`config.mk`:
```
export PLATFORM = sky130hd
export DESIGN_NAME = osf_resolve
export DESIGN_NICKNAME = d
export VERILOG_FILES = /design/src/rtl/osf_pkg.sv /design/src/rtl/osf_resolve.sv
export SDC_FILE = /design/constraint.sdc
export NUM_CORES = 1
export LEC_CHECK = 0
export BUFFER_PORTS_ARGS = -buffer_cell sky130_fd_sc_hd__buf_2
export CORE_AREA = 2 2 75 77
export DETAILED_ROUTE_END_ITERATION = 7
export DIE_AREA = 0 0 77 79
export PLACE_DENSITY = 0.83
export SETUP_SLACK_MARGIN = 0.15
export SYNTH_ARGS = -nofsm -noshare
export SYNTH_HDL_FRONTEND = slang
export SYNTH_SLANG_ARGS = --single-unit
```
`constraint.sdc`:
```
create_clock -name vclk -period 3.6
set_input_delay 0.72 -clock vclk [all_inputs]
set_output_delay 0.72 -clock vclk [all_outputs]
set_load 0.03 [all_outputs]
```
`src/rtl/osf_pkg.sv`:
```
// shared types, constants and state codes of the overlapping site filter
package osf_pkg;

	localparam int MAX_SITES = 64;
	localparam int IDX_W     = $clog2(MAX_SITES);
	localparam int CNT_W     = $clog2(MAX_SITES + 1);
	localparam int POS_W     = 20;
	localparam int SCORE_W   = 16;
	localparam int RANK_W    = 4;
	localparam int GAP_W     = 8;
	localparam int CMD_W     = 2;
	localparam int CFG_IDX_W = 1;
	localparam int CFG_DATA_W = 8;

	// command codes
	localparam logic [CMD_W-1:0] CMD_LOAD  = 2'd0;
	localparam logic [CMD_W-1:0] CMD_RUN   = 2'd1;
	localparam logic [CMD_W-1:0] CMD_CLEAR = 2'd2;
	localparam logic [CMD_W-1:0] CMD_NONE  = 2'd3;

	// register indexes
	localparam logic [CFG_IDX_W-1:0] REG_GAP  = 1'd0;
	localparam logic [CFG_IDX_W-1:0] REG_MODE = 1'd1;

	// filter modes
	localparam logic MODE_SCORE = 1'b0;
	localparam logic MODE_RANK  = 1'b1;

	typedef struct packed {
		logic [CMD_W-1:0]   command;
		logic [POS_W-1:0]   target_position;
		logic [POS_W-1:0]   site_position;
		logic [SCORE_W-1:0] align_score;
		logic [RANK_W-1:0]  seed_rank;
		logic               effective_in;
	} in_word_t;

	typedef struct packed {
		logic [IDX_W-1:0] site_index;
		logic             effective_out;
		logic             last_site;
	} out_word_t;

	typedef struct packed {
		logic [POS_W-1:0]   target_pos;
		logic [POS_W-1:0]   site_pos;
		logic [SCORE_W-1:0] score;
		logic [RANK_W-1:0]  rank;
		logic               eff;
	} site_t;

	typedef struct packed {
		logic prev_eff;
		logic cur_eff;
	} flags_t;

	typedef enum logic [3:0] {
		ST_IDLE,
		ST_RK_RDI,
		ST_RK_GETI,
		ST_RK_RDJ,
		ST_RK_CMPJ,
		ST_RK_WRO,
		ST_WK_RDO,
		ST_WK_RDT,
		ST_WK_PROC,
		ST_WK_LAST,
		ST_EM_RD,
		ST_EM_DATA,
		ST_EM_HOLD
	} state_t;

endpackage

```
`src/rtl/osf_resolve.sv`:
```
// overlap test and flag resolution for one pair of sorted neighbours
module osf_resolve (
	input  logic                     has_prev,
	input  osf_pkg::site_t           prev,
	input  osf_pkg::site_t           cur,
	input  logic [osf_pkg::GAP_W-1:0] gap_length,
	input  logic                     filter_mode,
	output osf_pkg::flags_t          flags
);
	import osf_pkg::*;

	logic [POS_W-1:0] diff;
	logic             is_pair;

	assign diff = cur.site_pos - prev.site_pos;
	assign is_pair = has_prev && (prev.target_pos == cur.target_pos)
		&& (prev.site_pos != '0) && (diff <= POS_W'(gap_length));

	always_comb begin
		flags.prev_eff = prev.eff;
		flags.cur_eff  = cur.eff;
		if (is_pair) begin
			if (filter_mode == MODE_SCORE) begin
				// skip when either side already dropped, later site loses ties
				if (prev.eff && cur.eff) begin
					if (prev.score < cur.score) flags.prev_eff = 1'b0;
					else                        flags.cur_eff  = 1'b0;
				end
			end else begin
				// worse rank loses, earlier site loses ties
				if (prev.rank < cur.rank) flags.cur_eff  = 1'b0;
				else                      flags.prev_eff = 1'b0;
			end
		end
	end

endmodule

```
==> results of run 1 <==
[per-layer routing]
layer / vias up / share of wire [%] / wire length, um
met4: 0 / 1.4 / 92
met5: - / 0 / 0
met3: 10 / 6.5 / 433
li1: 1438 / - / -
met1: 1234 / 42 / 2770
met2: 120 / 50 / 3330
[cells by family (layout without fill, tap and decap cells)]
group	Yosys count	after routing
and+or+nand+nor	75	75
muxes	2	2
adders and majority gates	46	46
buffers and inverters	57	237
AOI/OAI and AO/OA	90	90
xor gates and xnor gates	28	28
[cell type report]
cell class	instances	area (um2)
fillers	477	2020
inverters	57	226
multi-input cells	241	1950
well taps	72	90.1
repair buffers	180	1050
[repair_timing]
item / CTS / global route
gates resized for setup: 9 / 5
pin swaps: 9 / 0
buffers inserted: 1 / 0
endpoints found under the setup margin: 2 / 2
[cell usage after synthesis, types with 3 or more instances]
cell type,instances,share of area [%]
nor3b_1,3,1.1
xor2_1,17,7.1
a211oi_1,3,1.1
inv_1,55,9.9
nor3_1,6,1.4
o21a_1,6,2.2
nand4_1,6,1.8
o211ai_1,6,2.2
xnor2_1,10,4.2
a21oi_1,28,6.7
o31ai_1,3,1.1
nor2_1,13,2.3
nor4_1,8,2.4
a41oi_1,3,1.3
a21o_1,6,2.2
nand2_1,20,3.6
nand2b_1,6,1.8
a31oi_1,3,0.90
o21ai_0,12,2.9
ha_1,45,27
[metrics by stage]
stage                     TNS, ns  area [um2]  util (%)  hold WS, ns  power, mW
final                       -1.01        3320      62.2         1.77      0.498
after global routing        -1.39        3320      62.2         1.78      0.554
after CTS                  -0.996        3290      61.6         1.77      0.489
after detailed placement    -1.32        3240      60.8         1.80      0.480
after global placement      -1.25        3240      60.8         1.80      0.466
after floorplan            -0.679        2140         -         1.56      0.272
[worst max-delay path, delay by kind of cell]
family	cells	cell delay, ns
and+or+nand+nor	5	0.69
xor gates and xnor gates	1	0.13
buffers and inverters	4	0.44
AOI/OAI and AO/OA	4	0.61
adders and majority gates	3	0.78
[power groups by stage]
stage / clock network, mW / logic, mW / registers [mW]
3_5_place_dp: 0 / 0.480 / 0
2_1_floorplan: 0 / 0.272 / 0
5_1_grt: 0 / 0.554 / 0
6_report: 0 / 0.498 / 0
4_1_cts: 0 / 0.489 / 0
3_3_place_gp: 0 / 0.466 / 0
[worst min path at each step]
stage | end | slack, ns
global placement | flags[0] | 1.80
detailed placement | flags[0] | 1.80
floorplan | flags[0] | 1.56
CTS | flags[0] | 1.77
global route | flags[0] | 1.78
finish | flags[0] | 1.77
==> run metrics, run 1 <==
I/O Buffers between 100 and 150; Critical Path, Cell by Cell buf_8 -> inv_12 -> ha_4 -> fa_2 -> nand2b_4 -> a21oi_4 -> nor2b_1 -> xnor2_1 -> ha_1 -> nand4_1 -> o31a_1 -> a21oi_1 -> nand4_1 -> nor4_2 -> buf_4 -> a41oi_2 -> buf_6; Post-Synth Simple-Gate Area 19.4%; Die Height a little under 80 um; min cycle time layout 4.11 ns; Max Cap Violations 0; largest net degree at the start of global routing 8; CP Max Fanout 2; net count after synthesis between 400 and 500; worst setup path end flags[1]; post-route insts no fill 550; placed cell count between 500 and 600; initial core utilization between 30% and 40%; Pins Over Slew Limit 0; power per cell area 150 mW/mm2; Nets 658; share of cells above drive strength 1 ~41%; startpoint type of the worst setup path input pin; Post-DRT Antenna Nets 0; syn avg cell area approximately 7.0 um2; drc violations 0; Hold Buf Count CTS 0; cell mode on critical path nand4_1; first drt pass iteration count 4; num sequential 0; detailed-route via count about 2.8k; hold depth 4; LEAKAGE 1.85 nW; critical path startpoint cur[21]; initial antenna violation count 0; WP data required roughly 2.9 ns; post-DR vias/cell 5.09; layout clock buffer count 0; Max VDD drop between 0.05 and 0.06 mV; GR Util met3 around 1.5%; Synth Area in Adders between 20 and 30%; Synth Area in Compound Gates roughly 29%; Setup WS pre-CTS -0.671 ns; GP Congestion around 0.9; post-synth cell types around 50; worst slew pin tran about 0.46 ns; commonest non-fill, non-tap cell in the layout buf_2; commonest non-fill, non-tap cells in the layout buf_2 (128), inv_1 (54), buf_4 (47); outcome complete, but fails checks; Synth Area in XOR/XNOR between 10% and 20%; Seq/Total Area, Yosys 0%; post-synthesis mux area share about 1%; final period utilization 114%; P_int roughly 0.26 mW; GRT Util Overall between 20% and 30%; Rel. slew slack ~69%; Final setup viols 2; switching pwr approximately 0.24 mW; first-pass GRT wire length 10900 um; DP Wirelength between 6000 and 7000 um; Final Hold Vio Count 0; largest family of logic cells by synthesized area compound AO/OA/AOI/OAI gates; drt wl/cell roughly 12 um; vias in the first global route 2722; GR Overflow Total 0; final worst slack -0.515 ns; die width around 77 um; switching portion of total power slightly below 50%; Initial DRC Count 85; die area about 0.0061 mm2; Crit. End Element output port; YS warnings 0; RSZ-0062 raised after global routing true; Total Wirelength approximately 6600 um; Sequential Power Share 0%; n_diodes 0; HP Start cur[0]; Clk pwr share 0%; met2 usage 41.6%; FP Rows 27; Worst Path Class, Setup input pin to output port; grt met1 use approximately a quarter; IO Count ~130; CP arrival 3.39 ns; CORE AREA ~0.0053 mm2; Cells after Synth between 200 and 300; hold crit path type input pin to output port; area grow syn2layout 59.3%; Largest stage delay, worst path between 0.3 and 0.4 ns; fmax ~240 MHz; busiest grt layer met2; slowest cell on the critical path fa_2; synthesized area 0.00208 mm2; failing checks setup timing; register area 0 um2; Comb pwr share 100.0%
No activity file was read; power rests on OpenSTA's default activity.
==> inputs of run 2 (changes only) <==
CORE_AREA = 2 2 72 74   (was 2 2 75 77)
DIE_AREA = 0 0 74 76   (was 0 0 77 79)
PLACE_DENSITY = 0.85   (was 0.83)
clock period = 3.95 ns   (was 3.6 ns; I/O delays follow)
==> run metrics, run 2 (synthesis results as in run 1) <==
first-pass GRT wire length 11100 um; critical path's top delay family compound AO/OA/AOI/OAI gates; GRT Util Overall 23.6%; die area approximately 0.0056 mm2; Total Wirelength approximately 7300 um; Comb pwr share 100.0%; Nets around 640; area of the multi-input gates 0.00203 mm2; die width between 70 and 80 um; Largest stage delay, worst path around 0.32 ns; Pins Over Slew Limit 0; failing checks setup timing; critical path startpoint prev[24]; initial core utilization between 40% and 50%; startpoint type of the worst setup path input pin; switching pwr around 0.23 mW; met2 usage between 40% and 50%; num sequential 0; hold depth 4; commonest non-fill, non-tap cells in the layout buf_2 (127), inv_1 (50), ha_1 (39); P_int 0.231 mW; vias in the first global route roughly 2.8k; GR Overflow Total 0; WP data required ~3.2 ns; Final Hold Vio Count 0; Clk pwr share 0%; HP Start cur[0]; outcome complete, but fails checks; Critical Path, Cell by Cell buf_2 -> inv_2 -> ha_4 -> o211ai_1 -> a21o_1 -> nand2_2 -> a31oi_4 -> xnor2_1 -> ha_1 -> nand4_1 -> o31a_1 -> a21oi_1 -> nand4_1 -> nor4_2 -> buf_4 -> a41oi_2 -> buf_6; detailed-route via count approximately 2.9k; commonest non-fill, non-tap cell in the layout buf_2; Hold Buf Count CTS 0; CP arrival 3.47 ns; switching portion of total power approximately half; cell mode on critical path nand4_1; drc violations 0; CP Max Fanout 4; IO Count ~130; fillers roughly 410; final hold slack ~1.9 ns; GR Util met3 under 10%; area grow syn2layout 58.1%; GP Congestion slightly below 0.9; Sequential Power Share 0%; Initial DRC Count approximately 120; first drt pass iteration count 5; I/O Buffers between 100 and 150; Max Cap Violations 0; FP Rows 26; DP Wirelength 5940 um; worst slew pin tran between 0.5 and 0.6 ns; register area 0 um2; RSZ-0062 raised after global routing true; power per cell area about 140 mW/mm2; n_diodes 0; min cycle time layout around 4.3 ns; largest net degree at the start of global routing 9; share of cells above drive strength 1 42.5%; worst path buffer plus inverter count 4; grt met1 use about a quarter; post-DR vias/cell 5.40; Die Height between 70 and 80 um; Crit. End Element output port; slowest cell on the critical path ha_1; hold crit path type input pin to output port; CORE AREA a little under 0.005 mm2; busiest grt layer met2; Rel. slew slack around two thirds; final worst slack -0.314 ns; Worst Path Class, Setup input pin to output port; Post-DRT Antenna Nets 0; Final setup viols 2; fmax 234 MHz; Hold Crit Endpoint flags[0]; layout clock buffer count 0; Max VDD drop ~0.07 mV; drt wl/cell between 10 and 15 um; final period utilization 108%; initial antenna violation count 0; setup TNS -0.628 ns; LEAKAGE ~1.8 nW
[run 2: changes by cell type in the layout (fill, tap and decap cells not counted), sizes merged]
| cell | before | now |
|---|---|---|
| buf | 180 | 165 |
[run 2: layout make-up]
class	count	share of cell area [%]
Multi-Input combinational cell	241	61.5
Timing Repair Buffer	165	28.9
Inverter	57	6.95
Tap cell	70	2.66
[run 2: worst max path at each step]
| stage | endpoint | slack (ns) | cells past startpoint |
|---|---|---|---|
| floorplan | flags[0] | -0.13 | 14 |
| global placement | flags[1] | -0.39 | 17 |
| detailed placement | flags[0] | -0.46 | 17 |
| CTS | flags[0] | -0.31 | 17 |
| global route | flags[1] | -0.53 | 17 |
| finish | flags[0] | -0.31 | 17 |
[run 2: per-layer routing]
| layer | wire [um] | vias up |
|---|---|---|
| met3 | 545 | 23 |
| met2 | 3680 | 155 |
| met5 | 0 | - |
| met4 | 234 | 0 |
| met1 | 2840 | 1292 |
| li1 | - | 1407 |
[run 2: per-stage QoR]
stage          util [%]  instances  setup WS [ns]  cell area (um2)  power (mW)
2_1_floorplan         -        298         -0.129             2140       0.248
3_3_place_gp       62.9        527         -0.387             3090       0.394
3_5_place_dp       62.9        527         -0.463             3090       0.411
4_1_cts            65.0        530         -0.314             3190       0.430
5_1_grt            67.1        533         -0.532             3290       0.507
6_report           67.1        533         -0.314             3290       0.461
[run 2: what timing repair did]
| item | in CTS | in global routing |
|---|---|---|
| gates resized for setup | 16 | 16 |
| pin swaps | 13 | 13 |
| endpoints found under the setup margin | 2 | 2 |
| setup buffers | 3 | 3 |
[run 2: power groups by stage]
stage	combinational [mW]	clock [mW]	sequential, mW
final	0.461	0	0
after global routing	0.507	0	0
after CTS	0.430	0	0
after detailed placement	0.411	0	0
after global placement	0.394	0	0
after floorplan	0.248	0	0
[run 2: worst min-delay path, stage by stage]
cell and delay, ns:
buf_2 0.11, inv_1 0.06, a41oi_2 0.04, buf_6 0.13
